`config.mk`:
```
export PLATFORM = sky130hd
export DESIGN_NAME = ramp_soak_setpoint_sequencer_core_flat
export DESIGN_NICKNAME = d
export VERILOG_FILES = /design/src/hw/rtl/rss_pkg.sv /design/src/hw/rtl/rss_if.sv /design/src/hw/rtl/rss_div.sv /design/src/hw/rtl/rss_queue.sv /design/src/hw/rtl/ramp_soak_setpoint_sequencer_core.sv /design/src/flat_wrapper.sv
export SDC_FILE = /design/constraint.sdc
export NUM_CORES = 2
export LEC_CHECK = 0
export BUFFER_PORTS_ARGS = -buffer_cell sky130_fd_sc_hd__buf_2
export CAP_MARGIN = 10
export CORE_MARGIN = 2
export CORE_UTILIZATION = 45
export CTS_CLUSTER_SIZE = 30
export DETAILED_ROUTE_END_ITERATION = 10
export GPL_ROUTABILITY_DRIVEN = 0
export HOLD_SLACK_MARGIN = 0.06
export SLEW_MARGIN = 30
export SYNTH_ARGS = -nofsm -noshare
export SYNTH_HDL_FRONTEND = slang
export SYNTH_SLANG_ARGS = --single-unit
```
`constraint.sdc`:
```
create_clock -name clk -period 19 [get_ports clk]
set_input_delay 2.85 -clock clk [delete_from_list [all_inputs] [get_ports clk]]
set_output_delay 2.85 -clock clk [all_outputs]
set_load 0.01 [all_outputs]
```
`src/hw/rtl/rss_pkg.sv`:
```
// Shared types, codes, constants and helper functions of the ramp/soak setpoint sequencer.
package rss_pkg;

    localparam int QUEUE_DEPTH_DEF  = 16;
    localparam int SECONDS_PER_HOUR = 3600;
    localparam logic [7:0] MARGIN_RESET = 8'd5;

    // Widths of the shared multiply/divide datapath.
    localparam int NUM_W     = 48;
    localparam int DEN_W     = 28;
    localparam int DIV_CNT_W = $clog2(NUM_W + 1);

    localparam logic [2:0] KIND_PV       = 3'd0;
    localparam logic [2:0] KIND_APPEND   = 3'd1;
    localparam logic [2:0] KIND_START    = 3'd2;
    localparam logic [2:0] KIND_PAUSE    = 3'd3;
    localparam logic [2:0] KIND_RESUME   = 3'd4;
    localparam logic [2:0] KIND_CANCEL   = 3'd5;
    localparam logic [2:0] KIND_SET_TEMP = 3'd6;

    typedef enum logic [1:0] {
        SEG_HOLD  = 2'd0,
        SEG_AFAP  = 2'd1,
        SEG_PAUSE = 2'd2,
        SEG_RAMP  = 2'd3
    } seg_type_t;

    typedef struct packed {
        seg_type_t          stype;
        logic signed [15:0] target;
        logic [27:0]        dur;
    } seg_t;

    typedef struct packed {
        logic [2:0]         kind;
        logic [31:0]        now_seconds;
        logic signed [15:0] pv;
        logic [1:0]         seg_type;
        logic signed [15:0] seg_temp;
        logic [27:0]        seg_param;
    } item_t;

    typedef struct packed {
        logic [1:0]         cmd_count;
        logic signed [15:0] first_sv;
        logic               first_nonvolatile;
        logic signed [15:0] second_sv;
        logic               second_nonvolatile;
        logic [1:0]         mode;
        logic [15:0]        step_number;
        logic [4:0]         queue_level;
        logic [31:0]        program_seconds;
        logic [31:0]        segment_seconds;
        logic               dropped;
    } result_t;

    typedef enum logic [4:0] {
        S_IDLE,
        S_DECODE,
        S_APP_MUL,
        S_APP_FIN,
        S_APP_WR,
        S_CK_REACH,
        S_CK_RAMP,
        S_CK_MUL,
        S_CK_NSV,
        S_CK_SVCMP,
        S_CK_HOLD,
        S_PAU_MUL,
        S_PAU_FIX,
        S_PAU_PF1,
        S_PAU_PF2,
        S_SETT1,
        S_SETT2,
        S_SETT3,
        S_NS_BEGIN,
        S_NS_LOAD,
        S_NS_EMIT,
        S_DIV_GO,
        S_DIV_WAIT,
        S_DONE
    } state_t;

    // Magnitude of the difference of two temperatures; it always fits 16 bits.
    function automatic logic [15:0] abs_diff(input logic signed [15:0] a,
                                             input logic signed [15:0] b);
        logic signed [16:0] d;
        logic [16:0]        mag;
        d   = {a[15], a} - {b[15], b};
        mag = d[16] ? 17'(-d) : 17'(d);
        return mag[15:0];
    endfunction

    // Saturate a wide signed value to 16 bits signed.
    function automatic logic [15:0] sat16(input logic [NUM_W+1:0] v);
        logic [15:0] r;
        if (!v[NUM_W+1] && (|v[NUM_W:15]))
            r = 16'h7FFF;
        else if (v[NUM_W+1] && !(&v[NUM_W:15]))
            r = 16'h8000;
        else
            r = v[15:0];
        return r;
    endfunction

endpackage

```
`src/hw/rtl/rss_if.sv`:
```
// Handshake channel interfaces of the setpoint sequencer: input items, results, configuration.
interface rss_item_if;
    import rss_pkg::*;
    logic  valid;
    logic  ready;
    item_t data;
    modport source (output valid, output data, input ready);
    modport sink (input valid, input data, output ready);
endinterface

interface rss_result_if;
    import rss_pkg::*;
    logic    valid;
    logic    ready;
    result_t data;
    modport source (output valid, output data, input ready);
    modport sink (input valid, input data, output ready);
endinterface

interface rss_cfg_if;
    logic       valid;
    logic       ready;
    logic [7:0] data;
    modport source (output valid, output data, input ready);
    modport sink (input valid, input data, output ready);
endinterface

```
`src/hw/rtl/rss_div.sv`:
```
// Restoring serial divider, one quotient bit per cycle, shared by all divisions.
module rss_div (
    input  logic                      clk,
    input  logic                      rst_n,
    input  logic                      start,
    input  logic [rss_pkg::NUM_W-1:0] num,
    input  logic [rss_pkg::DEN_W-1:0] den,
    output logic [rss_pkg::NUM_W-1:0] quo,
    output logic                      busy,
    output logic                      done
);
    import rss_pkg::*;

    logic [NUM_W-1:0]     quo_reg, quo_next;
    logic [DEN_W-1:0]     rem_reg, rem_next;
    logic [DEN_W-1:0]     den_reg, den_next;
    logic [DIV_CNT_W-1:0] cnt_reg, cnt_next;
    logic                 busy_reg, busy_next;
    logic                 done_reg, done_next;
    logic [DEN_W:0]       shifted;
    logic [DEN_W:0]       diff;
    logic                 ge;

    assign shifted = {rem_reg, quo_reg[NUM_W-1]};
    assign diff    = shifted - {1'b0, den_reg};
    assign ge      = shifted >= {1'b0, den_reg};

    always_comb
    begin
        quo_next  = quo_reg;
        rem_next  = rem_reg;
        den_next  = den_reg;
        cnt_next  = cnt_reg;
        busy_next = busy_reg;
        done_next = 1'b0;
        if (start)
        begin
            quo_next  = num;
            rem_next  = '0;
            den_next  = den;
            cnt_next  = DIV_CNT_W'(NUM_W);
            busy_next = 1'b1;
        end
        else if (busy_reg)
        begin
            quo_next = {quo_reg[NUM_W-2:0], ge};
            rem_next = ge ? diff[DEN_W-1:0] : shifted[DEN_W-1:0];
            cnt_next = cnt_reg - 1'b1;
            if (cnt_reg == DIV_CNT_W'(1))
            begin
                busy_next = 1'b0;
                done_next = 1'b1;
            end
        end
    end

    always_ff @(posedge clk or negedge rst_n)
    begin
        if (!rst_n)
        begin
            busy_reg <= 1'b0;
            done_reg <= 1'b0;
            cnt_reg  <= '0;
        end
        else
        begin
            busy_reg <= busy_next;
            done_reg <= done_next;
            cnt_reg  <= cnt_next;
        end
    end

    always_ff @(posedge clk)
    begin
        quo_reg <= quo_next;
        rem_reg <= rem_next;
        den_reg <= den_next;
    end

    assign quo  = quo_reg;
    assign busy = busy_reg;
    assign done = done_reg;

endmodule

```
`src/hw/rtl/rss_queue.sv`:
```
// Segment queue storage: one write port and one registered read port.
module rss_queue #(
    parameter int DEPTH = rss_pkg::QUEUE_DEPTH_DEF,
    parameter int PTR_W = $clog2(DEPTH)
) (
    input  logic              clk,
    input  logic              we,
    input  logic [PTR_W-1:0]  waddr,
    input  rss_pkg::seg_t     wdata,
    input  logic [PTR_W-1:0]  raddr,
    output rss_pkg::seg_t     rdata
);
    import rss_pkg::*;

    seg_t mem [DEPTH];
    seg_t rdata_reg;

    always_ff @(posedge clk)
    begin
        if (we)
            mem[waddr] <= wdata;
        rdata_reg <= mem[raddr];
    end

    assign rdata = rdata_reg;

endmodule

```
`src/hw/rtl/ramp_soak_setpoint_sequencer_core.sv`:
```
// Top level of the ramp/soak setpoint sequencer: sequencer, state and result register.
//
//   channel  modport  carries                                   transfer when
//   item     sink     kind, time, pv, appended segment fields   item.valid & item.ready
//   result   source   setpoint commands and status              result.valid & result.ready
//   cfg      sink     margin setting (8 bits)                   cfg.valid & cfg.ready
//
// The longest items are those that run the 48-bit serial divider, such as a sample that ends
// a segment and then interpolates a ramp; items that only report status are the shortest.
// The block takes no new item until the current one has been handed to the result register.
// A pending result waits there while the next item is worked on.
// Reset is asynchronous and needs no clearing pass; queue entries are undefined until written.
module ramp_soak_setpoint_sequencer_core #(
    parameter int QUEUE_DEPTH = rss_pkg::QUEUE_DEPTH_DEF
) (
    input  logic          clk,
    input  logic          rst_n,
    rss_item_if.sink      item,
    rss_cfg_if.sink       cfg,
    rss_result_if.source  result
);
    import rss_pkg::*;

    localparam int PTR_W = $clog2(QUEUE_DEPTH);
    localparam int CNT_W = $clog2(QUEUE_DEPTH + 1);
    localparam int SUM_W = CNT_W + 1;
    localparam logic [CNT_W-1:0] FULL_COUNT = CNT_W'(QUEUE_DEPTH);
    localparam logic [PTR_W-1:0] LAST_PTR   = PTR_W'(QUEUE_DEPTH - 1);

    state_t             state_reg, state_next;
    state_t             ret_reg, ret_next;
    state_t             div_ret_reg, div_ret_next;
    item_t              in_reg, in_next;
    logic [7:0]         margin_reg;
    logic [PTR_W-1:0]   head_reg, head_next;
    logic [CNT_W-1:0]   count_reg, count_next;
    seg_type_t          cur_type_reg, cur_type_next;
    logic signed [15:0] cur_target_reg, cur_target_next;
    logic [27:0]        cur_dur_reg, cur_dur_next;
    logic [31:0]        start_sec_reg, start_sec_next;
    logic signed [15:0] start_temp_reg, start_temp_next;
    logic signed [15:0] setpoint_reg, setpoint_next;
    logic signed [15:0] last_pv_reg, last_pv_next;
    logic signed [15:0] prev_target_reg, prev_target_next;
    logic               firing_reg, firing_next;
    logic [15:0]        step_reg, step_next;
    logic [31:0]        pe_reg, pe_next;
    logic [31:0]        se_reg, se_next;
    logic [1:0]         ncmd_reg, ncmd_next;
    logic signed [15:0] sv0_reg, sv0_next;
    logic               nv0_reg, nv0_next;
    logic signed [15:0] sv1_reg, sv1_next;
    logic               nv1_reg, nv1_next;
    logic               drop_reg, drop_next;
    seg_t               wseg_reg, wseg_next;
    logic [NUM_W-1:0]   prod_reg, prod_next;
    logic [DEN_W-1:0]   den_reg, den_next;
    logic               neg_reg, neg_next;
    logic signed [15:0] nsv_reg, nsv_next;
    result_t            res_reg, res_next;
    logic               out_valid_reg, out_valid_next;

    logic [15:0]        mul_a;
    logic [31:0]        mul_b;
    logic [NUM_W-1:0]   prod;
    logic               div_start;
    logic [NUM_W-1:0]   div_quo;
    logic               div_busy;
    logic               div_done;
    logic               mem_we;
    logic [PTR_W-1:0]   mem_waddr;
    seg_t               mem_wdata;
    seg_t               mem_rdata;

    logic [SUM_W-1:0]   tail_sum;
    logic [PTR_W-1:0]   tail_ptr;
    logic [PTR_W-1:0]   head_inc;
    logic [PTR_W-1:0]   head_dec;
    logic               full;
    logic signed [15:0] app_base;
    logic [31:0]        hold_el;
    logic               hold_over;
    logic [27:0]        hold_rem;
    logic               reach_hit;
    logic [NUM_W+1:0]   q_ext;
    logic [NUM_W+1:0]   q_signed;
    logic [NUM_W+1:0]   interp_sum;
    logic [CNT_W+4:0]   lvl_wide;
    logic               cancel_en;
    logic               emit_en;
    logic signed [15:0] emit_sv;
    logic               emit_nv;

    rss_div u_div (
        .clk   (clk),
        .rst_n (rst_n),
        .start (div_start),
        .num   (prod_reg),
        .den   (den_reg),
        .quo   (div_quo),
        .busy  (div_busy),
        .done  (div_done)
    );

    rss_queue #(
        .DEPTH (QUEUE_DEPTH),
        .PTR_W (PTR_W)
    ) u_queue (
        .clk   (clk),
        .we    (mem_we),
        .waddr (mem_waddr),
        .wdata (mem_wdata),
        .raddr (head_reg),
        .rdata (mem_rdata)
    );

    assign tail_sum  = SUM_W'(head_reg) + SUM_W'(count_reg);
    assign tail_ptr  = (tail_sum >= SUM_W'(QUEUE_DEPTH)) ?
                       PTR_W'(tail_sum - SUM_W'(QUEUE_DEPTH)) : PTR_W'(tail_sum);
    assign head_inc  = (head_reg == LAST_PTR) ? '0 : head_reg + 1'b1;
    assign head_dec  = (head_reg == '0) ? LAST_PTR : head_reg - 1'b1;
    assign full      = (count_reg == FULL_COUNT);
    assign app_base  = (count_reg != '0) ? prev_target_reg : last_pv_reg;
    assign hold_el   = in_reg.now_seconds - start_sec_reg;
    assign hold_over = (hold_el >= {4'b0, cur_dur_reg});
    assign hold_rem  = hold_over ? 28'd0 : cur_dur_reg - hold_el[27:0];
    assign reach_hit = ((cur_type_reg == SEG_AFAP) || (cur_type_reg == SEG_RAMP)) &&
                       ({1'b0, abs_diff(last_pv_reg, cur_target_reg)} <= {9'b0, margin_reg});
    assign prod      = mul_a * mul_b;
    assign q_ext     = {2'b00, div_quo};
    assign q_signed  = neg_reg ? (NUM_W+2)'(-q_ext) : q_ext;
    assign interp_sum = q_signed + {{(NUM_W-14){start_temp_reg[15]}}, start_temp_reg};
    assign lvl_wide  = {5'd0, count_reg};

    // Sequencer: next state and return points.
    always_comb
    begin
        state_next   = state_reg;
        ret_next     = ret_reg;
        div_ret_next = div_ret_reg;
        case (state_reg)
            S_IDLE:
                if (item.valid)
                    state_next = S_DECODE;
            S_DECODE:
            begin
                ret_next = S_DONE;
                case (in_reg.kind)
                    KIND_PV:
                        state_next = S_CK_REACH;
                    KIND_APPEND:
                        if (full)
                            state_next = S_DONE;
                        else if ((in_reg.seg_type == SEG_RAMP) && (in_reg.seg_param != '0))
                            state_next = S_APP_MUL;
                        else
                            state_next = S_APP_WR;
                    KIND_START, KIND_RESUME:
                        state_next = S_NS_BEGIN;
                    KIND_PAUSE:
                        if (cur_type_reg == SEG_PAUSE)
                            state_next = S_DONE;
                        else if ((cur_type_reg == SEG_RAMP) &&
                                 (cur_target_reg != start_temp_reg))
                            state_next = S_PAU_MUL;
                        else
                            state_next = S_PAU_PF1;
                    KIND_SET_TEMP:
                        state_next = S_SETT1;
                    default:
                        state_next = S_DONE;
                endcase
            end
            S_APP_MUL:
            begin
                div_ret_next = S_APP_FIN;
                state_next   = S_DIV_GO;
            end
            S_APP_FIN:
                state_next = S_APP_WR;
            S_APP_WR:
                state_next = S_DONE;
            S_CK_REACH:
                if (reach_hit)
                begin
                    ret_next   = S_CK_RAMP;
                    state_next = S_NS_BEGIN;
                end
                else
                    state_next = S_CK_RAMP;
            S_CK_RAMP:
                if (cur_type_reg == SEG_RAMP)
                    state_next = (cur_dur_reg == '0) ? S_CK_SVCMP : S_CK_MUL;
                else
                    state_next = S_CK_HOLD;
            S_CK_MUL:
            begin
                div_ret_next = S_CK_NSV;
                state_next   = S_DIV_GO;
            end
            S_CK_NSV:
                state_next = S_CK_SVCMP;
            S_CK_SVCMP:
                state_next = S_CK_HOLD;
            S_CK_HOLD:
                if ((cur_type_reg == SEG_HOLD) && hold_over)
                begin
                    ret_next   = S_DONE;
                    state_next = S_NS_BEGIN;
                end
                else
                    state_next = S_DONE;
            S_PAU_MUL:
            begin
                div_ret_next = S_PAU_FIX;
                state_next   = S_DIV_GO;
            end
            S_PAU_FIX:
                state_next = S_PAU_PF1;
            S_PAU_PF1:
                state_next = S_PAU_PF2;
            S_PAU_PF2:
                state_next = S_NS_BEGIN;
            S_SETT1:
                state_next = S_SETT2;
            S_SETT2:
                state_next = S_SETT3;
            S_SETT3:
                state_next = S_NS_BEGIN;
            S_NS_BEGIN:
                state_next = (count_reg != '0) ? S_NS_LOAD : S_NS_EMIT;
            S_NS_LOAD:
                state_next = S_NS_EMIT;
            S_NS_EMIT:
                state_next = ret_reg;
            S_DIV_GO:
                state_next = S_DIV_WAIT;
            S_DIV_WAIT:
                if (div_done)
                    state_next = div_ret_reg;
            S_DONE:
                if (!out_valid_reg || result.ready)
                    state_next = S_IDLE;
            default:
                state_next = S_IDLE;
        endcase
    end

    // Datapath updates driven by the sequencer state.
    always_comb
    begin
        in_next          = in_reg;
        head_next        = head_reg;
        count_next       = count_reg;
        cur_type_next    = cur_type_reg;
        cur_target_next  = cur_target_reg;
        cur_dur_next     = cur_dur_reg;
        start_sec_next   = start_sec_reg;
        start_temp_next  = start_temp_reg;
        setpoint_next    = setpoint_reg;
        last_pv_next     = last_pv_reg;
        prev_target_next = prev_target_reg;
        firing_next      = firing_reg;
        step_next        = step_reg;
        pe_next          = pe_reg;
        se_next          = se_reg;
        ncmd_next        = ncmd_reg;
        sv0_next         = sv0_reg;
        nv0_next         = nv0_reg;
        sv1_next         = sv1_reg;
        nv1_next         = nv1_reg;
        drop_next        = drop_reg;
        wseg_next        = wseg_reg;
        prod_next        = prod_reg;
        den_next         = den_reg;
        neg_next         = neg_reg;
        nsv_next         = nsv_reg;
        res_next         = res_reg;
        out_valid_next   = out_valid_reg;
        mul_a            = '0;
        mul_b            = '0;
        div_start        = 1'b0;
        mem_we           = 1'b0;
        mem_waddr        = tail_ptr;
        mem_wdata        = wseg_reg;
        cancel_en        = 1'b0;
        emit_en          = 1'b0;
        emit_sv          = '0;
        emit_nv          = 1'b0;

        if (out_valid_reg && result.ready)
            out_valid_next = 1'b0;

        case (state_reg)
            S_IDLE:
                if (item.valid)
                begin
                    in_next   = item.data;
                    ncmd_next = '0;
                    sv0_next  = '0;
                    nv0_next  = 1'b0;
                    sv1_next  = '0;
                    nv1_next  = 1'b0;
                    drop_next = 1'b0;
                end
            S_DECODE:
                case (in_reg.kind)
                    KIND_PV:
                    begin
                        last_pv_next = in_reg.pv;
                        se_next      = in_reg.now_seconds - start_sec_reg;
                    end
                    KIND_APPEND:
                        if (full)
                            drop_next = 1'b1;
                        else
                        begin
                            wseg_next.stype  = seg_type_t'(in_reg.seg_type);
                            wseg_next.target = in_reg.seg_temp;
                            wseg_next.dur    = '0;
                            if (in_reg.seg_type == SEG_HOLD)
                            begin
                                wseg_next.target = app_base;
                                wseg_next.dur    = in_reg.seg_param;
                            end
                            else if (in_reg.seg_type == SEG_PAUSE)
                                wseg_next.target = app_base;
                        end
                    KIND_START:
                    begin
                        emit_en         = 1'b1;
                        emit_nv         = 1'b1;
                        cur_type_next   = SEG_PAUSE;
                        cur_target_next = '0;
                        cur_dur_next    = '0;
                        start_sec_next  = in_reg.now_seconds;
                        start_temp_next = last_pv_reg;
                        firing_next     = 1'b1;
                        step_next       = '0;
                        pe_next         = '0;
                        se_next         = '0;
                    end
                    KIND_PAUSE:
                    begin
                        wseg_next.stype  = cur_type_reg;
                        wseg_next.target = cur_target_reg;
                        wseg_next.dur    = cur_dur_reg;
                        if (cur_type_reg == SEG_HOLD)
                            wseg_next.dur = hold_rem;
                        else if (cur_type_reg == SEG_RAMP)
                            wseg_next.dur = '0;
                    end
                    KIND_CANCEL, KIND_SET_TEMP:
                        cancel_en = 1'b1;
                    default:
                    begin
                    end
                endcase
            S_APP_MUL:
            begin
                mul_a     = abs_diff(in_reg.seg_temp, app_base);
                mul_b     = 32'(SECONDS_PER_HOUR);
                prod_next = prod;
                den_next  = in_reg.seg_param;
                neg_next  = 1'b0;
            end
            S_APP_FIN:
                wseg_next.dur = div_quo[DEN_W-1:0];
            S_APP_WR:
            begin
                mem_we           = 1'b1;
                count_next       = count_reg + 1'b1;
                prev_target_next = wseg_reg.target;
            end
            S_CK_RAMP:
                nsv_next = cur_target_reg;
            S_CK_MUL:
            begin
                mul_a     = abs_diff(cur_target_reg, start_temp_reg);
                mul_b     = in_reg.now_seconds - start_sec_reg;
                prod_next = prod;
                den_next  = cur_dur_reg;
                neg_next  = (cur_target_reg < start_temp_reg);
            end
            S_CK_NSV:
                nsv_next = sat16(interp_sum);
            S_CK_SVCMP:
                if (abs_diff(nsv_reg, setpoint_reg) >= {8'b0, margin_reg})
                begin
                    emit_en = 1'b1;
                    emit_sv = nsv_reg;
                end
            S_PAU_MUL:
            begin
                mul_a     = abs_diff(cur_target_reg, setpoint_reg);
                mul_b     = {4'b0, cur_dur_reg};
                prod_next = prod;
                den_next  = DEN_W'(abs_diff(cur_target_reg, start_temp_reg));
                neg_next  = (cur_target_reg < setpoint_reg) ^ (cur_target_reg < start_temp_reg);
            end
            S_PAU_FIX:
                // Negative ratios clamp to zero and ratios above one to the full duration.
                if (neg_reg && (div_quo != '0))
                    wseg_next.dur = '0;
                else if (div_quo > NUM_W'(cur_dur_reg))
                    wseg_next.dur = cur_dur_reg;
                else
                    wseg_next.dur = div_quo[DEN_W-1:0];
            S_PAU_PF1, S_PAU_PF2:
            begin
                mem_we    = 1'b1;
                mem_waddr = head_dec;
                head_next = head_dec;
                if (state_reg == S_PAU_PF2)
                begin
                    mem_wdata.stype  = SEG_PAUSE;
                    mem_wdata.target = last_pv_reg;
                    mem_wdata.dur    = '0;
                end
                // A front insertion into a full queue overwrites the tail entry.
                if (full)
                    drop_next = 1'b1;
                else
                    count_next = count_reg + 1'b1;
            end
            S_SETT1, S_SETT2, S_SETT3:
            begin
                mem_we           = 1'b1;
                count_next       = count_reg + 1'b1;
                mem_wdata.stype  = SEG_AFAP;
                mem_wdata.target = in_reg.seg_temp;
                mem_wdata.dur    = '0;
                if (state_reg == S_SETT2)
                    mem_wdata.stype = SEG_PAUSE;
                if (state_reg == S_SETT3)
                begin
                    mem_wdata.target = '0;
                    firing_next      = 1'b1;
                    step_next        = '0;
                end
            end
            S_NS_BEGIN:
            begin
                pe_next = pe_reg + se_reg;
                se_next = '0;
                if (count_reg == '0)
                    cancel_en = 1'b1;
            end
            S_NS_LOAD:
            begin
                cur_type_next   = mem_rdata.stype;
                cur_target_next = mem_rdata.target;
                cur_dur_next    = mem_rdata.dur;
                head_next       = head_inc;
                count_next      = count_reg - 1'b1;
            end
            S_NS_EMIT:
            begin
                if ((cur_type_reg == SEG_AFAP) ||
                    ((cur_type_reg == SEG_PAUSE) && (cur_target_reg != '0)))
                begin
                    emit_en = 1'b1;
                    emit_sv = cur_target_reg;
                end
                if (firing_reg)
                    step_next = step_reg + 1'b1;
                start_sec_next  = in_reg.now_seconds;
                start_temp_next = last_pv_reg;
            end
            S_DIV_GO:
                div_start = 1'b1;
            S_DONE:
                if (!out_valid_reg || result.ready)
                begin
                    res_next.cmd_count          = ncmd_reg;
                    res_next.first_sv           = sv0_reg;
                    res_next.first_nonvolatile  = nv0_reg;
                    res_next.second_sv          = sv1_reg;
                    res_next.second_nonvolatile = nv1_reg;
                    res_next.mode               = cur_type_reg;
                    res_next.step_number        = step_reg;
                    res_next.queue_level        = lvl_wide[4:0];
                    res_next.program_seconds    = pe_reg;
                    res_next.segment_seconds    = se_reg;
                    res_next.dropped            = drop_reg;
                    out_valid_next              = 1'b1;
                end
            default:
            begin
            end
        endcase

        // Cancelling empties the queue, ends the firing and parks the setpoint at zero.
        if (cancel_en)
        begin
            count_next      = '0;
            head_next       = '0;
            firing_next     = 1'b0;
            step_next       = '0;
            se_next         = '0;
            pe_next         = '0;
            cur_type_next   = SEG_PAUSE;
            cur_target_next = '0;
            cur_dur_next    = '0;
            start_sec_next  = in_reg.now_seconds;
            start_temp_next = last_pv_reg;
            emit_en         = 1'b1;
            emit_sv         = '0;
            emit_nv         = 1'b1;
        end

        // Every command moves the setpoint; only the first two are reported.
        if (emit_en)
        begin
            setpoint_next = emit_sv;
            if (ncmd_reg == 2'd0)
            begin
                sv0_next  = emit_sv;
                nv0_next  = emit_nv;
                ncmd_next = 2'd1;
            end
            else if (ncmd_reg == 2'd1)
            begin
                sv1_next  = emit_sv;
                nv1_next  = emit_nv;
                ncmd_next = 2'd2;
            end
        end
    end

    always_ff @(posedge clk or negedge rst_n)
    begin
        if (!rst_n)
        begin
            state_reg       <= S_IDLE;
            ret_reg         <= S_DONE;
            div_ret_reg     <= S_DONE;
            margin_reg      <= MARGIN_RESET;
            head_reg        <= '0;
            count_reg       <= '0;
            cur_type_reg    <= SEG_PAUSE;
            cur_target_reg  <= '0;
            cur_dur_reg     <= '0;
            start_sec_reg   <= '0;
            start_temp_reg  <= '0;
            setpoint_reg    <= '0;
            last_pv_reg     <= -16'sd1;
            prev_target_reg <= '0;
            firing_reg      <= 1'b0;
            step_reg        <= '0;
            pe_reg          <= '0;
            se_reg          <= '0;
            ncmd_reg        <= '0;
            sv0_reg         <= '0;
            nv0_reg         <= 1'b0;
            sv1_reg         <= '0;
            nv1_reg         <= 1'b0;
            drop_reg        <= 1'b0;
            out_valid_reg   <= 1'b0;
        end
        else
        begin
            state_reg       <= state_next;
            ret_reg         <= ret_next;
            div_ret_reg     <= div_ret_next;
            if (cfg.valid && cfg.ready)
                margin_reg  <= cfg.data;
            head_reg        <= head_next;
            count_reg       <= count_next;
            cur_type_reg    <= cur_type_next;
            cur_target_reg  <= cur_target_next;
            cur_dur_reg     <= cur_dur_next;
            start_sec_reg   <= start_sec_next;
            start_temp_reg  <= start_temp_next;
            setpoint_reg    <= setpoint_next;
            last_pv_reg     <= last_pv_next;
            prev_target_reg <= prev_target_next;
            firing_reg      <= firing_next;
            step_reg        <= step_next;
            pe_reg          <= pe_next;
            se_reg          <= se_next;
            ncmd_reg        <= ncmd_next;
            sv0_reg         <= sv0_next;
            nv0_reg         <= nv0_next;
            sv1_reg         <= sv1_next;
            nv1_reg         <= nv1_next;
            drop_reg        <= drop_next;
            out_valid_reg   <= out_valid_next;
        end
    end

    always_ff @(posedge clk)
    begin
        in_reg   <= in_next;
        wseg_reg <= wseg_next;
        prod_reg <= prod_next;
        den_reg  <= den_next;
        neg_reg  <= neg_next;
        nsv_reg  <= nsv_next;
        res_reg  <= res_next;
    end

    // The margin is only taken between items, so no item sees it change midway.
    assign item.ready   = (state_reg == S_IDLE);
    assign cfg.ready    = (state_reg == S_IDLE);
    assign result.valid = out_valid_reg;
    assign result.data  = res_reg;

    a_ncmd_limit: assert property (@(posedge clk) disable iff (!rst_n)
        ncmd_reg != 2'd3)
        else $error("more than two setpoint commands recorded");

    a_count_limit: assert property (@(posedge clk) disable iff (!rst_n)
        count_reg <= FULL_COUNT)
        else $error("queue count beyond depth");

    a_div_free: assert property (@(posedge clk) disable iff (!rst_n)
        div_start |-> !div_busy)
        else $error("divider started while busy");

    a_div_wait: assert property (@(posedge clk) disable iff (!rst_n)
        (state_reg == S_DIV_GO) |=> div_busy)
        else $error("divider not running after start");

endmodule
```
`src/flat_wrapper.sv`:
```
// flat-port wrapper written by rule: the top's interface ports become plain ports
module ramp_soak_setpoint_sequencer_core_flat import rss_pkg::*;
#(
    parameter int QUEUE_DEPTH = rss_pkg::QUEUE_DEPTH_DEF
)
  (clk, rst_n, item_valid, item_data, item_ready, cfg_valid, cfg_data, cfg_ready, result_valid, result_data, result_ready);
  rss_item_if item_i ();
  rss_cfg_if cfg_i ();
  rss_result_if result_i ();
  input  logic clk;
  input  logic rst_n;
  input wire logic [$bits(item_i.valid)-1:0] item_valid;
  input wire logic [$bits(item_i.data)-1:0] item_data;
  output wire logic [$bits(item_i.ready)-1:0] item_ready;
  input wire logic [$bits(cfg_i.valid)-1:0] cfg_valid;
  input wire logic [$bits(cfg_i.data)-1:0] cfg_data;
  output wire logic [$bits(cfg_i.ready)-1:0] cfg_ready;
  output wire logic [$bits(result_i.valid)-1:0] result_valid;
  output wire logic [$bits(result_i.data)-1:0] result_data;
  input wire logic [$bits(result_i.ready)-1:0] result_ready;
  assign item_i.valid = item_valid;
  assign item_i.data = item_data;
  assign item_ready = item_i.ready;
  assign cfg_i.valid = cfg_valid;
  assign cfg_i.data = cfg_data;
  assign cfg_ready = cfg_i.ready;
  assign result_valid = result_i.valid;
  assign result_data = result_i.data;
  assign result_i.ready = result_ready;
  ramp_soak_setpoint_sequencer_core #(.QUEUE_DEPTH(QUEUE_DEPTH)) u_core (.clk(clk), .rst_n(rst_n), .item(item_i), .cfg(cfg_i), .result(result_i));
endmodule
```
== Word level (Yosys, flattened, before mapping) ==
Memory sizes are Yosys's and may differ from the RTL's. A register that Yosys moved wholly into a read port is not among the register bits.
Cells that the tools add are included.

* Add/subtract/negate cells: 24
* Multipliers: 1
* $lt $le $gt $ge: 8
* Eq/ne operators: 53
* Multiplexer cells: 144
* Bitwise operators: 1
* Reductions and logical operators: 67

{| class="wikitable"
|+ Operators by type and width
! cell !! number
|-
| $mux 16 || 30
|-
| $pmux 32 s2 || 4
|-
| $mux 28 || 9
|-
| $pmux 46 s2 || 2
|-
| $pmux 28 s3 || 2
|-
| $mux 32 || 5
|-
| $pmux 16 s2 || 4
|-
| $pmux 5 s21 || 1
|-
| $mux 48 || 2
|-
| $pmux 16 s3 || 2
|-
| $pmux 32 s3 || 1
|-
| $mux 46 || 2
|-
| $sub 16x16->17 || 5
|-
| $neg 16->16 || 5
|-
| $pmux 28 s2 || 1
|-
| $sub 28x28->28 || 2
|-
| $mux 5 || 11
|-
| $add 50x50->50 || 1
|-
| $mux 50 || 1
|-
| $neg 48->50 || 1
|-
| $gt 48x28->1 || 1
|-
| $mul 16x32->48 || 1
|-
| $reduce_bool 48->1 || 1
|-
| $eq 5x5->1 const B || 9
|-
| 68 further kinds || 195
|}

* Bits in registers: 765
* Bits in writable memories: 736
* Bits of input ports: 110
* Output and inout bits: 127
* Logic and storage cells: 354
* Memories: 1

{| class="wikitable"
|+ Memories
! memory !! depth !! bits a word !! rd ports !! clocked after memory_dff !! wr ports !! RTL line !! source
|-
| u_core.u_queue.mem || 16 || 46 || 1 || 1 || 1 || rss_queue.sv:15 || <nowiki>seg_t mem [DEPTH];</nowiki>
|}

== Longest topological paths before layout ==
* Word-level depth: 10
* Gate-level depth with buffers: 46

== Modules after synthesis ==
Synthesis repeated with hierarchy kept, for this count alone.

* Cells, all modules: 7988
* Area, all modules: 92772.7 µm²

{| class="wikitable"
|+ Modules (own cells, without submodules)
! module !! instances !! cells each !! area an instance (µm²) !! sequential area each (µm²)
|-
| ramp_soak_setpoint_sequencer_core || 1 || 6259 || 58209.6 || 18046.1
|-
| rss_queue || 1 || 1191 || 28493.6 || 23022.1
|-
| rss_div || 1 || 538 || 6069.6 || 3042.9
|}

== Worst setup path before layout ==
OpenSTA, ideal clock, no wires.

* Kind: input-to-reg
* Start: input result_ready
* End: register u_core.res_reg, in the netlist u_core.result.data[0], enable pin
* Setup time: 0.759 ns
* Arrival time: 11.269 ns
* Required time: 18.241 ns
* Path slack: 6.972 ns
* Cell stages on the path: 2
* Path through: nor2b_1 nor3_1

* Cells in the longest elaborated chain, start to end: 2

{| class="wikitable"
|+ Ends and longest elaborated chain
! element !! RTL line !! source
|-
| from (decl) || flat_wrapper.sv:20 || <nowiki>input wire logic [$bits(result_i.ready)-1:0] result_ready;</nowiki>
|-
| $logic_or 1x1->1 || ramp_soak_setpoint_sequencer_core.sv:473 || <nowiki>if (!out_valid_reg || result.ready)</nowiki>
|-
| $reduce_and 2->1 (no line) || -- ||
|-
| to (signal assigned) || ramp_soak_setpoint_sequencer_core.sv:600 || <nowiki>res_reg <= res_next;</nowiki>
|-
| to (decl) || ramp_soak_setpoint_sequencer_core.sv:60 || <nowiki>result_t res_reg, res_next;</nowiki>
|}

No other way between the ends.
A chain may end at the register's enable or synchronous reset.

== Worst setup path after layout ==
* Start: register u_core.count_reg[2]
* End: register u_core.prod_reg[46], data pin

* Cells in the longest elaborated chain, start to end: 7

{| class="wikitable"
|+ Ends and longest elaborated chain
! element !! RTL line !! source
|-
| from (decl) || ramp_soak_setpoint_sequencer_core.sv:36 || <nowiki>logic [CNT_W-1:0] count_reg, count_next;</nowiki>
|-
| from (signal assigned) || ramp_soak_setpoint_sequencer_core.sv:569 || <nowiki>count_reg <= count_next;</nowiki>
|-
| $reduce_bool 5->1 * || ramp_soak_setpoint_sequencer_core.sv:123 || <nowiki>assign app_base = (count_reg != '0) ? prev_target_reg : last_pv_reg;</nowiki>
|-
| $mux 16 * || ramp_soak_setpoint_sequencer_core.sv:123 ||
|-
| $sub 16x16->17 * || rss_pkg.sv:89 || <nowiki>d = {a[15], a} - {b[15], b};</nowiki>
|-
| $neg 16->16 || rss_pkg.sv:90 || <nowiki>mag = d[16] ? 17'(-d) : 17'(d);</nowiki>
|-
| $mux 16 * || rss_pkg.sv:90 ||
|-
| $pmux 16 s3 * || ramp_soak_setpoint_sequencer_core.sv:294 || <nowiki>case (state_reg)</nowiki>
|-
| $mul 16x32->48 * || ramp_soak_setpoint_sequencer_core.sv:129 || <nowiki>assign prod = mul_a * mul_b;</nowiki>
|-
| net u_core.prod[46] || ramp_soak_setpoint_sequencer_core.sv:65 || <nowiki>logic [NUM_W-1:0] prod;</nowiki>
|-
| to (signal assigned) || ramp_soak_setpoint_sequencer_core.sv:596 || <nowiki>prod_reg <= prod_next;</nowiki>
|-
| to (decl) || ramp_soak_setpoint_sequencer_core.sv:56 || <nowiki>logic [NUM_W-1:0] prod_reg, prod_next;</nowiki>
|}

Mark *: on every way through the listed nets, which the timed path passes. The rest lies on a longest branch.

==> results.sh <==
export IMPL_detailedRoute_firstIterationViolations=7268
export IMPL_status="complete, no violations"
export IMPL_yosysSeqAreaShare=0.475
export IMPL_post_dp_cell_area_sq_mm=0.0977
export IMPL_post_route_cell_area_sq_mm=0.103
export IMPL_start_util=0.454
export IMPL_critical_path_endpoint_type="register"
export IMPL_number_of_enable_flip_flop_cells_after_synthesis=1172
export IMPL_place_port_buffers=236
export IMPL_layout_drive_gt1_share=0.134
export IMPL_cell_area_power_density_mw_per_mm2=67.2
export IMPL_max_clock_freq_mhz=78.7
export IMPL_synth_nets=8986
export IMPL_areaGrowthSynthToFinish_pct=11.4
export IMPL_slew_violations=0
export IMPL_vias=66000
export IMPL_setup_viol=0
export IMPL_fin_crit_sh=0.669
export IMPL_most_used_standard_cells_in_the_synthesized_netlist="sky130_fd_sc_hd__edfxtp_1, sky130_fd_sc_hd__nand2_1, sky130_fd_sc_hd__inv_1"
export IMPL_crit_path_max_incr_delay_ps=790
export IMPL_cts_made_buffers=163
export IMPL_cap_viol_max_count=0
export IMPL_totalWireLength_mm=290
export IMPL_floorplan_die_width_microns=458
export IMPL_clk_slew_on_worst_s_h_paths_ps=60
export IMPL_post_synth_instance_area_sq_mm=0.0929
export IMPL_rsz0062_at_grt="false"
export IMPL_layout_min_cycle_time_ps=12710
export IMPL_syn_avg_cell_area_sq_um=11.6
export IMPL_critical_path_arrival_ps=13270
export IMPL_top_count_cell_post_synth="sky130_fd_sc_hd__edfxtp_1"
export IMPL_ctsHtreeMaxLevel=4
export IMPL_timing_critical_path_from_type="register"
export IMPL_netlist_cell_type_count=106
export IMPL_detailed_place_hpwl_mm=209
export IMPL_num_rows=166
export IMPL_worstSetupEndpoint="u_core.prod_reg[46]"
export IMPL_launch_point_of_the_critical_path="u_core.count_reg[2]"
export IMPL_post_cts_hold_buffer_count=0
export IMPL_hold_path_class="register to register"
export IMPL_grt_start_max_net_pins=78
export IMPL_timing_setup_tns_ps=0
export IMPL_post_synth_inst_count=7996
export IMPL_coreArea_sq_mm=0.205
export IMPL_transition_time_at_the_pin_with_the_least_slew_margin_ps=1110
export IMPL_critical_path_most_common_cell="sky130_fd_sc_hd__fa_1"
export IMPL_ioPinCount=237
export IMPL_clock_sinks=1542
export IMPL_hold_violations=0
export IMPL_async_flop_share=0.192
export IMPL_tritoncts="done"
export IMPL_synth_largest_area_cell="sky130_fd_sc_hd__edfxtp_1"
export IMPL_power_leakage_nw=39.0
export IMPL_timing_critical_path_max_delay_family="compound AO/OA/AOI/OAI gates"
export IMPL_clk_insertion_delay_late_ps=870
export IMPL_max_vdd_ir_drop_mv=0.0805
export IMPL_antenna_found_initial=21
export IMPL_root_buffer="sky130_fd_sc_hd__clkbuf_16"
export IMPL_clock_tree_buffer_depth=3
export IMPL_route_detailed_wl_per_inst_microns=26.3
export IMPL_synth_top_cell_area_share=0.379
export IMPL_via_count_of_the_first_global_routing_pass=64400
export IMPL_worst_r2r_endpoint="u_core.prod_reg[46]"
export IMPL_die_area_sq_mm=0.210
export IMPL_postSynthRegisterBits=1542
export IMPL_worstRegToRegCells=40
export IMPL_crit_path_top_delay_cell="sky130_fd_sc_hd__or4_1"
export IMPL_synthTopCellsByArea="sky130_fd_sc_hd__edfxtp_1, sky130_fd_sc_hd__fa_1, sky130_fd_sc_hd__dfrtp_1, sky130_fd_sc_hd__ha_1, sky130_fd_sc_hd__mux4_2"
export IMPL_wire_length_of_the_first_global_routing_pass_mm=426
export IMPL_worst_path_buf_inv=6
export IMPL_gr_usage_all_layers=0.273
export IMPL_worst_path_max_fanout=32
export IMPL_fp_dieH_microns=458
export IMPL_route_detailed_drc=0
export IMPL_final_setup_skew_ps=75.5
export IMPL_flop2flop_setup_slack_ps=6290
export IMPL_worst_path_stages=40
export IMPL_yosys_most_used_dff="sky130_fd_sc_hd__edfxtp_1"
export IMPL_relSlewSlack=0.259
export IMPL_worst_r2r_startpoint="u_core.count_reg[2]"
export IMPL_yosysWarningCount=0
export IMPL_cts_repair_timing_setup_buffer_count=0
export IMPL_drtAntennaViolNets=0
export IMPL_cts_resized=0
export IMPL_largest_register_ff_count=736
export IMPL_post_drt_via_cell_ratio=5.98
export IMPL_nets=9195
export IMPL_cp_data_required_time_ps=19550
export IMPL_firstDrtPassIters=8
export IMPL_fin_total_pwr_mw=6.95
export IMPL_gr_ovfl_total=0
export IMPL_critical_path_class="register to register"
[worst min path at each step]
stage | end | cells after the start | slack, ps | start
final | u_core.u_div.den_reg[4] | 0 | 410 | u_core.den_reg[4]
after global routing | u_core.u_div.den_reg[4] | 0 | 410 | u_core.den_reg[4]
after CTS | u_core.u_div.den_reg[4] | 0 | 400 | u_core.den_reg[4]
after detailed placement | u_core.u_div.den_reg[24] | 0 | 410 | u_core.den_reg[24]
after global placement | u_core.u_div.den_reg[6] | 0 | 400 | u_core.den_reg[6]
after floorplan | u_core.u_div.den_reg[0] | 0 | 400 | u_core.den_reg[0]
[worst register-to-register path, delay by kind of cell (launching register included)]
family / cells / cell delay (ps)
flops: 1 / 460
simple gates: 8 / 2710
xor+xnor: 2 / 280
compound gates: 15 / 4240
buf+inv: 6 / 710
mux: 1 / 290
fa+ha+maj: 8 / 3720
[kinds of logic after synthesis]
logic type	Yosys count	synth area share
flip-flops	1542	0.475
XOR/XNOR	346	0.0326
AND/OR/NAND/NOR	2111	0.106
buffers and inverters	1134	0.0463
AO/OA/AOI/OAI	1641	0.118
multiplexers	338	0.0685
adder cells (fa/ha/maj)	884	0.154
[routing by layer]
metal	track usage	vias to the layer above	wire length, microns
met2	0.433	2877	134000
met5	0	-	247
met3	0.0618	647	26300
met4	0.123	32	14800
li1	-	29200	-
met1	0.358	33300	115000
[stage by stage]
stage / utilization / instances / hold slack, ps / worst slack (ps)
after floorplan: - / 7996 / 400 / 6970
after global placement: 0.476 / 10700 / 401 / 6890
after detailed placement: 0.477 / 10700 / 408 / 6670
after CTS: 0.505 / 11000 / 397 / 6540
after global routing: 0.505 / 11000 / 410 / 5660
final: 0.505 / 11000 / 409 / 6290
[report_power, final]
group	switching (mW)	internal (mW)	total, mW	leakage, nW
clock	1.42	1.91	3.33	2.73
combinational	0.0235	0.00871	0.0323	23.0
sequential	0	3.59	3.59	13.3
[cell type report]
cell class	count	area [sq um]
fill	17800	101000
clock buffer	210	4440
multi-input combinational	5320	44900
tap	2688	3360
timing repair buffer	382	2350
inverter	796	2990
sequential	1542	44100
antenna	4	10.0
clock inverter	93	1250
[cell usage in the layout (no fill, tap or decap), types with 57 or more instances in the layout]
cell type | Yosys | layout
sky130_fd_sc_hd__a21o_1 | 181 | 181
sky130_fd_sc_hd__a21oi_1 | 352 | 348
sky130_fd_sc_hd__and2_1 | 115 | 114
sky130_fd_sc_hd__and3_1 | 62 | 62
sky130_fd_sc_hd__buf_2 | 20 | 238
sky130_fd_sc_hd__buf_4 | 1 | 134
sky130_fd_sc_hd__clkbuf_16 | 0 | 164
sky130_fd_sc_hd__dfrtp_1 | 273 | 269
sky130_fd_sc_hd__dfxtp_1 | 74 | 74
sky130_fd_sc_hd__edfxtp_1 | 1172 | 1172
sky130_fd_sc_hd__fa_1 | 429 | 429
sky130_fd_sc_hd__ha_1 | 451 | 451
sky130_fd_sc_hd__inv_1 | 795 | 792
sky130_fd_sc_hd__mux2_2 | 74 | 74
sky130_fd_sc_hd__mux4_2 | 230 | 230
sky130_fd_sc_hd__nand2_1 | 950 | 946
sky130_fd_sc_hd__nand2b_1 | 95 | 94
sky130_fd_sc_hd__nand3_1 | 93 | 93
sky130_fd_sc_hd__nand4_1 | 57 | 57
sky130_fd_sc_hd__nor2_1 | 370 | 346
sky130_fd_sc_hd__nor2b_1 | 85 | 84
sky130_fd_sc_hd__nor3_1 | 94 | 91
sky130_fd_sc_hd__o21a_1 | 59 | 59
sky130_fd_sc_hd__o21ai_0 | 353 | 349
sky130_fd_sc_hd__o31ai_1 | 97 | 97
sky130_fd_sc_hd__xnor2_1 | 235 | 232
sky130_fd_sc_hd__xor2_1 | 111 | 111
Power figures use the tool's default switching activity.
